File: config.mk
export PLATFORM = sky130hd
export DESIGN_NAME = hcva_line_buf
export DESIGN_NICKNAME = d
export VERILOG_FILES = /design/src/heightmap_corner_vertex_average_macros.svh /design/src/hcva_line_buf.sv
export SDC_FILE = /design/constraint.sdc
export NUM_CORES = 2
export LEC_CHECK = 0
export BUFFER_PORTS_ARGS = -buffer_cell sky130_fd_sc_hd__buf_2
export CAP_MARGIN = 20
export CELL_PAD_IN_SITES_DETAIL_PLACEMENT = 0
export CELL_PAD_IN_SITES_GLOBAL_PLACEMENT = 1
export CORE_MARGIN = 1
export CORE_UTILIZATION = 56
export CTS_BUF_LIST = sky130_fd_sc_hd__clkbuf_16
export DETAILED_ROUTE_END_ITERATION = 10
export PLACE_DENSITY_LB_ADDON = 0.1
export SLEW_MARGIN = 5
export SYNTH_ARGS = -nofsm -noshare
export SYNTH_HDL_FRONTEND = slang
export SYNTH_SLANG_ARGS = --single-unit
File: constraint.sdc
create_clock -name clk_i -period 3.22 [get_ports clk_i]
set_clock_uncertainty 0.1 [all_clocks]
set_input_delay 0.644 -clock clk_i [delete_from_list [all_inputs] [get_ports clk_i]]
set_output_delay 0.644 -clock clk_i [all_outputs]
set_load 0.005 [all_outputs]
File: src/heightmap_corner_vertex_average_macros.svh
// Assertion macros shared by the corner-vertex averager modules.
// Depends on clk_i and rst_ni being present in the module that expands them.
`ifndef HEIGHTMAP_CORNER_VERTEX_AVERAGE_MACROS_SVH
`define HEIGHTMAP_CORNER_VERTEX_AVERAGE_MACROS_SVH

// Check a property at every clock edge outside reset.
`define HCVA_ASSERT(lbl, prop, msg) \
  lbl: assert property (@(posedge clk_i) disable iff (!rst_ni) (prop)) else $error(msg);

// Check that cons holds in the cycle after ante.
`define HCVA_ASSERT_NEXT(lbl, ante, cons, msg) \
  lbl: assert property (@(posedge clk_i) disable iff (!rst_ni) (ante) |=> (cons)) else $error(msg);

`endif

File: src/hcva_line_buf.sv
// Previous-row line buffer: one write port, two registered read ports.
// Reads that hit the same-cycle write return the new word. No package use.
module hcva_line_buf #(
  parameter int DEPTH = 256,
  parameter int AW    = 8,
  parameter int DW    = 16
) (
  input  logic          clk_i,
  input  logic          rst_ni,
  input  logic          we_i,
  input  logic [AW-1:0] waddr_i,
  input  logic [DW-1:0] wdata_i,
  input  logic [AW-1:0] raddr_a_i,
  input  logic [AW-1:0] raddr_b_i,
  output logic [DW-1:0] rdata_a_o,
  output logic [DW-1:0] rdata_b_o
);

  logic [DW-1:0] mem [DEPTH];
  logic [DW-1:0] rd_a_q, rd_b_q, wdata_q;
  logic          byp_a_q, byp_b_q;

  always_ff @(posedge clk_i) begin
    if (we_i) begin
      mem[waddr_i] <= wdata_i;
    end
    rd_a_q  <= mem[raddr_a_i];
    rd_b_q  <= mem[raddr_b_i];
    wdata_q <= wdata_i;
  end

  always_ff @(posedge clk_i or negedge rst_ni) begin
    if (!rst_ni) begin
      byp_a_q <= 1'b0;
      byp_b_q <= 1'b0;
    end else begin
      byp_a_q <= we_i && (waddr_i == raddr_a_i);
      byp_b_q <= we_i && (waddr_i == raddr_b_i);
    end
  end

  assign rdata_a_o = byp_a_q ? wdata_q : rd_a_q;
  assign rdata_b_o = byp_b_q ? wdata_q : rd_b_q;

endmodule

==> run summary <==
status: complete, but fails checks
failing checks: setup timing
RR Endpoint: rd_b_q[1]
fmax: 299.4 MHz
worst-path maximum fanout: 34
FP Rows: 215
final hold slack: 0.05750 ns
placed cell count: 15,847
Required @ worst endpoint: 4.05 ns
vias in the first global route: 121,390
Synth area leader: edfxtp_1
most frequent cell after synthesis: edfxtp_1
vias: 122,041
Synth Warn #: 0
initial antenna violation count: 63
peak supply drop: 0.0006091 V
post-route minimum period: 3.340 ns
r2r worst-path depth: 11
Max Root-Sink Buffers: 4
endpoint of the worst hold path: mem[62][4]
sequential fraction of the synthesis area: 64.10%
placer congestion estimate: 0.9876
Clock Pin Slew Worst Setup and Hold Paths: 0.06 ns
Worst Hold Depth: 1
fraction of layout instances using a drive strength above 1: 39.09%
Pins Over Slew Limit: 0
Die Ht: 589.8 um
Async SR Flop Fraction: 0.04824%
depth of the CTS H-tree: 5
Num CTS Buffers: 428
Max-cap violations: 0
Netlist Area Pre-Place: 193,500 um2
Starting Density: 56.36%
Critical Path AT: 4.17 ns
dpl hpwl: 476,800 um
RSZ-0062 raised after global routing: no
Post-synth top flop: edfxtp_1
routed length per instance: 41.64 um
Initial DRC Count: 19,154
total power: 122.7 mW
final wirelength: 695,000 um
largest net degree at the start of global routing: 131
worst-margin pin slew: 1.131 ns
grt total ovfl: 0
Worst R2R Start: mem[249][1]
final setup margin: -0.1199 ns
Final nets: 11,777
PwrDens: 536.8 nW/um2
First-pass DRT Iterations: 8
DRC errors left: 0
antenna-violating nets left: 0
critical path class: input port to flip-flop
Distinct cells, synth: 77
Synth area leaders: edfxtp_1, mux4_2, mux2i_1, o221ai_1, o22ai_1
Root Buffer: clkbuf_16
Critical Path Max Stage Delay: 0.60 ns
Worst R2R Setup Slack: 0.03 ns
top cells by count, synth: edfxtp_1, mux4_2, mux2i_1
num ports: 75
Synth top area share: 63.57%
leakage: 76.56 nW
final hold violation count: 0
pre-CTS WS: -1.306 ns
CP endpoint kind: flip-flop
slowest stage cell, crit path: nor2_1
clk sinks: 4,146
crit path launch type: input port
cell family with most CP delay: buffers and inverters
core box area: 343,300 um2
# setup viols final: 4
Hold Startpoint: wdata_i[4]
CTS tree: built
Final period util: 103.7%
Hold Path Class: input port to flip-flop
die span in x: 589.8 um
placed cell area: 213,900 um2
clk_lat worst skew: 1.02 ns
Layout Cells excl Fill: 16,690
EDFF count, synth: 4,096
GRT Resource Usage Total: 40.01%
Syn Area/Cell: 19.13 um2
Total Die Area: 347,800 um2
cell area after layout: 228,500 um2
crit path buf inv count: 6
first-pass GRT wire length: 958,800 um
Worst slew margin: 24.63%
synthesis-to-layout area growth: 18.12%
post-layout util: 66.58%
port bufs: 74
Seq cells post-synth: 4,146
Via density: 7.312
Final TNS setup: -0.2743 ns
worst-path cell chain: buf_12 > buf_4 > buf_12 > buf_12 > mux2i_1 > o221ai_1 > a21oi_1 > nor2_1 > nand4_1 > buf_4 > nor4_1 > buf_4
Cells after Synth: 10,115
Syn Nets: 10,158
-- registers in the layout, summed over array words and instances, names as in the netlist --
register  cells
wdata_q      16
rd_b_q       16
byp_a_q       1
rd_a_q       16
byp_b_q       1
mem        4096
-- logic make-up after synthesis --
family | Yosys count | share of synthesized area (%)
flip-flops | 4146 | 64.10
buffers and inverters | 857 | 2.836
XOR/XNOR | 16 | 0.07243
multiplexers | 2731 | 25.36
AO/OA/AOI/OAI | 1451 | 5.478
AND/OR/NAND/NOR | 914 | 2.154
-- timing repair --
item / CTS / global route
setup endpoints to repair: 45 / 10
pin swaps: 2 / 4
gates resized for setup: 18 / 14
hold buffers: 10 / 0
endpoints found under the hold margin: 168 / 0
setup buffers: 2 / 0
-- worst max-delay path by stage --
stage,depth (start not counted),slack [ns],start,end
final,12,-0.12,raddr_a_i[0],rd_a_q[8]
after detailed placement,14,-1.31,raddr_b_i[0],rd_b_q[1]
after global placement,12,-1.60,raddr_b_i[0],rd_b_q[15]
after global routing,14,0.009,raddr_b_i[2],rd_b_q[9]
after CTS,6,0.01,mem[62][4],rd_b_q[4]
after floorplan,8,0.24,raddr_a_i[0],rd_a_q[12]
-- area by class of cell --
| type | count | area, um2 |
|---|---|---|
| multi-input combinational | 5112 | 64850 |
| tap | 4557 | 5702 |
| clock buffer | 436 | 10910 |
| fill | 22978 | 114700 |
| inverter | 7 | 56.30 |
| sequential | 4146 | 124000 |
| antenna | 40 | 100.1 |
| timing repair buffer | 2039 | 19610 |
| clock inverter | 353 | 3297 |
-- layout by cell type, fill, tap and decap left out, types with 59 or more instances in the layout --
cell and n:
buf_12 335, buf_4 1616, clkbuf_16 436, nor2_2 204, mux4_2 1711, o221ai_1 373, mux2_2 69, nand2_1 178
a221oi_1 113, nor2_1 152, nor3_1 136, inv_1 83, clkinv_1 80, bufinv_16 59, a211oi_1 104, clkinv_2 87
o21ai_0 72, mux2i_1 935, a22o_1 61, a21oi_1 240, o22ai_1 264, edfxtp_1 4096
-- report_power, final --
part	internal, mW	switching [mW]	total, mW
sequential	59.5	0.258	59.7
clock	29.2	21.5	50.7
combinational	4.99	7.21	12.2
total	93.7	29.0	123
-- metal layers --
metal / up-vias / GRT usage (%) / share of wire [%]
met3: 1813 / 10.49 / 13
met4: 14 / 26.40 / 8.1
met5: - / 0 / 0.013
met2: 9033 / 60.14 / 45
li1: 47372 / - / -
met1: 63809 / 52.00 / 34
No activity file was read; power rests on OpenSTA's default activity.
