===== src/heightmap_corner_vertex_average_macros.svh =====
// Assertion macros shared by the corner-vertex averager modules.
// Depends on clk_i and rst_ni being present in the module that expands them.
`ifndef HEIGHTMAP_CORNER_VERTEX_AVERAGE_MACROS_SVH
`define HEIGHTMAP_CORNER_VERTEX_AVERAGE_MACROS_SVH

// Check a property at every clock edge outside reset.
`define HCVA_ASSERT(lbl, prop, msg) \
  lbl: assert property (@(posedge clk_i) disable iff (!rst_ni) (prop)) else $error(msg);

// Check that cons holds in the cycle after ante.
`define HCVA_ASSERT_NEXT(lbl, ante, cons, msg) \
  lbl: assert property (@(posedge clk_i) disable iff (!rst_ni) (ante) |=> (cons)) else $error(msg);

`endif


===== src/hcva_pkg.sv =====
// Types, constants and helpers for the height-map corner-vertex averager.
// No dependencies; used by the result queue and the top level.
package hcva_pkg;

  localparam int COORD_W   = 9;
  localparam int HEIGHT_W  = 16;
  localparam int SPACING_W = 12;
  localparam int POS_X_W   = 20;
  localparam int POS_Y_W   = 21;
  localparam int POS_Z_W   = 17;
  localparam int CFG_IDX_W = 2;
  localparam int CFG_W     = 12;
  localparam int IN_DATA_W = 16;
  localparam int OUT_RES_W = 2 * COORD_W + POS_X_W + POS_Y_W + POS_Z_W;
  localparam int OUT_DATA_W = ((OUT_RES_W + 7) / 8) * 8;
  localparam int OUT_PAD_W  = OUT_DATA_W - OUT_RES_W;

  localparam int ROW_LIMIT = 256;

  localparam logic [COORD_W-1:0]   GRID_COLS_RST      = 9'd256;
  localparam logic [COORD_W-1:0]   GRID_ROWS_RST      = 9'd256;
  localparam logic [SPACING_W-1:0] VERTEX_SPACING_RST = 12'd205;

  typedef enum logic [CFG_IDX_W-1:0] {
    CFG_GRID_COLS      = 2'd0,
    CFG_GRID_ROWS      = 2'd1,
    CFG_VERTEX_SPACING = 2'd2
  } cfg_idx_e;

  typedef enum logic {
    KIND_CELL  = 1'b0,
    KIND_FLUSH = 1'b1
  } kind_e;

  typedef struct packed {
    logic [COORD_W-1:0]        vertex_col;
    logic [COORD_W-1:0]        vertex_row;
    logic [POS_X_W-1:0]        pos_x;
    logic signed [POS_Y_W-1:0] pos_y;
    logic signed [POS_Z_W-1:0] pos_z;
    logic                      last_of_run;
  } result_t;

  // Push request into the result queue; two implies one.
  typedef struct packed {
    logic one;
    logic two;
  } push_t;

  // 2*avg - 1.0 in Q.16, wrapped to 17 bits: adding 2^16 flips the top bit.
  function automatic logic signed [POS_Z_W-1:0] z_from_avg(input logic [HEIGHT_W-1:0] avg);
    return {~avg[HEIGHT_W-1], avg[HEIGHT_W-2:0], 1'b0};
  endfunction

endpackage


===== src/hcva_res_queue.sv =====
// Four-entry result queue that takes one or two words a cycle and gives one.
// Depends on hcva_pkg and the block's assertion macros.
`include "heightmap_corner_vertex_average_macros.svh"

module hcva_res_queue (
  input  logic             clk_i,
  input  logic             rst_ni,
  input  hcva_pkg::push_t  push_i,
  input  hcva_pkg::result_t data0_i,
  input  hcva_pkg::result_t data1_i,
  output logic             room_o,
  output logic             valid_o,
  output hcva_pkg::result_t data_o,
  input  logic             ready_i
);

  localparam int DEPTH = 4;
  localparam int PW    = $clog2(DEPTH);
  localparam int CW    = $clog2(DEPTH + 1);

  hcva_pkg::result_t entries_q [DEPTH];
  logic [PW-1:0] wr_ptr_q, wr_ptr_d, rd_ptr_q, rd_ptr_d;
  logic [CW-1:0] cnt_q, cnt_d;
  logic          pop;

  assign valid_o = (cnt_q != '0);
  assign data_o  = entries_q[rd_ptr_q];
  assign pop     = valid_o && ready_i;
  // Keep room for a full pair so a row-end cell never overflows.
  assign room_o  = (cnt_q <= CW'(DEPTH - 2));

  always_comb begin
    wr_ptr_d = wr_ptr_q + PW'(push_i.one) + PW'(push_i.two);
    rd_ptr_d = rd_ptr_q + PW'(pop);
    cnt_d    = cnt_q + CW'(push_i.one) + CW'(push_i.two) - CW'(pop);
  end

  always_ff @(posedge clk_i) begin
    if (push_i.one) begin
      entries_q[wr_ptr_q] <= data0_i;
    end
    if (push_i.two) begin
      entries_q[wr_ptr_q + PW'(1)] <= data1_i;
    end
  end

  always_ff @(posedge clk_i or negedge rst_ni) begin
    if (!rst_ni) begin
      wr_ptr_q <= '0;
      rd_ptr_q <= '0;
      cnt_q    <= '0;
    end else begin
      wr_ptr_q <= wr_ptr_d;
      rd_ptr_q <= rd_ptr_d;
      cnt_q    <= cnt_d;
    end
  end

  `HCVA_ASSERT(a_cnt_bound, cnt_q <= CW'(DEPTH), "result queue overfilled")
  `HCVA_ASSERT(a_pair_push, push_i.two |-> push_i.one, "second word pushed without first")
  `HCVA_ASSERT_NEXT(a_cnt_track, push_i.one && !pop && cnt_q < CW'(DEPTH), cnt_q != '0, "pushed word lost")

endmodule


===== config.mk =====
export PLATFORM = sky130hd
export DESIGN_NAME = hcva_res_queue
export DESIGN_NICKNAME = d
export VERILOG_FILES = /design/src/hcva_pkg.sv /design/src/hcva_res_queue.sv
export VERILOG_INCLUDE_DIRS = /design/src /design/src/src
export SDC_FILE = /design/constraint.sdc
export NUM_CORES = 1
export LEC_CHECK = 0
export ABC_AREA = 1
export BUFFER_PORTS_ARGS = -buffer_cell sky130_fd_sc_hd__buf_2
export CAP_MARGIN = 20
export CORE_ASPECT_RATIO = 0.6
export CORE_MARGIN = 2
export CORE_UTILIZATION = 30
export DETAILED_ROUTE_END_ITERATION = 10
export SLEW_MARGIN = 20
export SYNTH_ARGS = -nofsm -noshare
export SYNTH_HDL_FRONTEND = slang
export SYNTH_SLANG_ARGS = --single-unit

===== constraint.sdc =====
create_clock -name clk_i -period 10.2 [get_ports clk_i]
set_input_delay 2.04 -clock clk_i [delete_from_list [all_inputs] [get_ports clk_i]]
set_output_delay 2.04 -clock clk_i [all_outputs]
set_load 0.02 [all_outputs]

==> impl_metrics.py <==
metrics = {
    "status": {
        "run_status": "complete, no violations",
    },
    "finish": {
        "nFillCells": 6122,
        "multi_input_area_um2": 6260,
        "fin_nets": 2583,
        "finalNonFillerCells": 3230,
        "utilization": 0.352,
        "area_growth_syn_to_layout_pct": 16.6,
        "drive_above_1_share": 0.133,
        "ff_latch_area_um2": 9440,
    },
    "floorplanning": {
        "io_pins": 238,
        "num_rows": 69,
        "start_util": 0.302,
        "die_y_um": 193,
        "design.die.area_um2": 61300,
        "die_width_um": 318,
        "core_um2": 58900,
    },
    "min_path": {
        "hold_path_depth": 1,
        "min_from": "cnt_q[0]",
        "hold_path_end": "cnt_q[0]",
        "hold_class": "register to register",
    },
    "drt": {
        "wl_per_cell_um": 17.5,
        "drc_errors": 0,
        "vias": 15255,
        "antenna_left": 0,
        "wirelength_um": 56400,
        "drt_first_pass_iters": 6,
        "drt_iter0_markers": 1425,
        "routed_via_density": 4.72,
    },
    "worst_setup_path": {
        "required_ns": 8.16,
        "slowest_stage": "buf_4",
        "worstSetupStartpointType": "register",
        "reg2reg_from": "wr_ptr_q[1]",
        "regToRegSetupSlack_ns": 5.64,
        "critPathMaxStageDelay_ns": 0.85,
        "reg2reg_depth": 4,
        "crit_fanout": 79,
        "cp.arrival_ns": 3.31,
        "crit_type": "register to output pin",
        "r2r_end": "entries_q[0][32]",
        "crit_path_end_kind": "output pin",
        "cp_cell_sequence": "buf_4 > buf_4 > nand2_1 > nand3_1 > nand2_1 > buf_2",
    },
    "clocking": {
        "cts_tree": "built",
        "postCtsSetupRepairBufs": 0,
        "cts_resized": 0,
        "clockBufferDepth": 3,
        "htree_levels": 2,
        "cts-root-buf": "clkbuf_16",
        "clk_pin_slew_ns": 0.07,
        "cts_hold_buf": 0,
        "clk_latency_ns": 0.53,
        "cts.sinks": 315,
        "cts_buffers": 36,
    },
    "global_routing": {
        "grt_pass1_vias": 14270,
        "grt_max_degree": 90,
        "grt-ovfl-total": 0,
        "antenna_found_initial": 12,
        "groute.usage.overall": 0.181,
        "grt_pass1_wl_um": 85600,
    },
    "place": {
        "hpwl_um": 32500,
        "port_buffers": 237,
        "gp_congestion": 0.741,
        "dpl.cell_count": 3161,
    },
    "sta": {
        "hold_violations": 0,
        "skew_ns": 0.0172,
        "slew_viol_final": 0,
        "setup_viol_count_final": 0,
        "rsz0062_at_grt": "no",
        "finalSetupTns_ns": 0,
        "max_slew.worst_pin.slew_ns": 1.14,
        "period_needed_ns": 5.35,
        "fin_crit_sh": 0.524,
        "maxSlewHeadroom": 0.237,
        "fmax_ghz": 0.187,
    },
    "synth": {
        "synthesis.nets": 2447,
        "yosys-top-cells-count": "nand2_1, inv_1, edfxtp_1",
        "synth_seq_area_share": 0.530,
        "ys_top_cells_by_area": "edfxtp_1, nand2_1, inv_1, nand3_1, nand4_1",
        "yosys_warnings": 0,
        "synthArstFlopShare": 0.0222,
        "synth-edff-count": 308,
        "synth_ff_type": "edfxtp_1",
        "synth_cells": 2282,
        "syn_area_um2": 17800,
        "synthDistinctLibCells": 22,
        "synth_seq_cells": 315,
        "synth.avg_cell_area_um2": 7.79,
        "synth_most_common_cell": "nand2_1",
        "synth_top_area_frac": 0.520,
        "synth_top_area_cell": "edfxtp_1",
    },
    "flow_run": {
        "drv_cap": 0,
    },
    "pwr": {
        "ir_drop_mv": 0.260,
        "power.density_nw_per_um2": 315,
        "power_mw": 6.52,
        "p_leak_nw": 10.4,
    },
}
## sequential cells by signal (all words and copies together), names as in the netlist
register	flops
entries_q	308
wr_ptr_q	2
cnt_q	3
rd_ptr_q	2
## kinds of logic after synthesis
logic type,Yosys count,synth area share
AO/OA/AOI/OAI,79,0.0225
XOR/XNOR,3,0.00148
adder cells (fa/ha/maj),6,0.00549
buffers and inverters,554,0.121
flip-flops,315,0.530
AND/OR/NAND/NOR,1325,0.319
## layout make-up
type,count,share of cell area
flip-flops and latches,315,0.456
multi-input cells,1413,0.302
inverters,395,0.0719
repair buffers,257,0.0648
clock buffers,45,0.0477
well taps,781,0.0472
clock inverters,18,0.00984
diodes,6,0.000725
## where the power goes
part           internal [mW]  switching [mW]  total [mW]  leakage [nW]
clock                  0.789           0.556        1.35         0.579
sequential              2.05           0.188        2.23          2.97
combinational          0.734            2.21        2.94          6.87
## routing by layer
layer / part of all wire / track usage / vias to the layer above
li1: - / - / 7570
met1: 0.47 / 0.260 / 7023
met2: 0.43 / 0.278 / 580
met3: 0.085 / 0.0401 / 68
met4: 0.013 / 0.0372 / 14
met5: 0.0016 / 0 / -
## metrics by stage
stage                     worst slack (ns)  hold slack, ns  instance area, um^2
after floorplan                       5.42           0.516                17800
after global placement                4.73           0.556                19500
after detailed placement              4.73           0.565                19500
after CTS                             4.79           0.582                20700
after global routing                  4.64           0.618                20700
final                                 4.85           0.573                20700
## worst max-delay path: cells and delay by family (launching register included)
family	cells	cell delay, ns
buf+inv	3	1.84
flops	1	0.42
simple gates	3	0.44
## layout by cell type (no fill, tap or decap), types with 2 or more instances in the layout
master	count
buf_2	236
buf_4	20
bufinv_16	4
clkbuf_1	6
clkbuf_16	38
clkinv_1	6
clkinv_2	7
clkinv_4	2
dfrtp_1	3
dfrtp_4	4
diode_2	6
edfxtp_1	308
fa_1	3
ha_1	3
inv_1	391
nand2_1	927
nand2_4	5
nand3_1	234
nand3_4	3
nand4_1	154
o21ai_0	66
o21ai_1	11
xor2_1	2
## how the worst max path moves through the flow
| stage | startpoint | to | slack (ns) | cells past startpoint |
|---|---|---|---|---|
| 6_report | rd_ptr_q[0] | data_o[0] | 4.85 | 6 |
| 5_1_grt | rd_ptr_q[0] | data_o[0] | 4.64 | 6 |
| 4_1_cts | rd_ptr_q[1] | data_o[3] | 4.79 | 5 |
| 3_5_place_dp | push_i[0] | entries_q[0][32] | 4.73 | 4 |
| 3_3_place_gp | push_i[0] | entries_q[0][32] | 4.73 | 4 |
| 2_1_floorplan | push_i[0] | entries_q[1][0] | 5.42 | 5 |
Power figures use the tool's default switching activity.
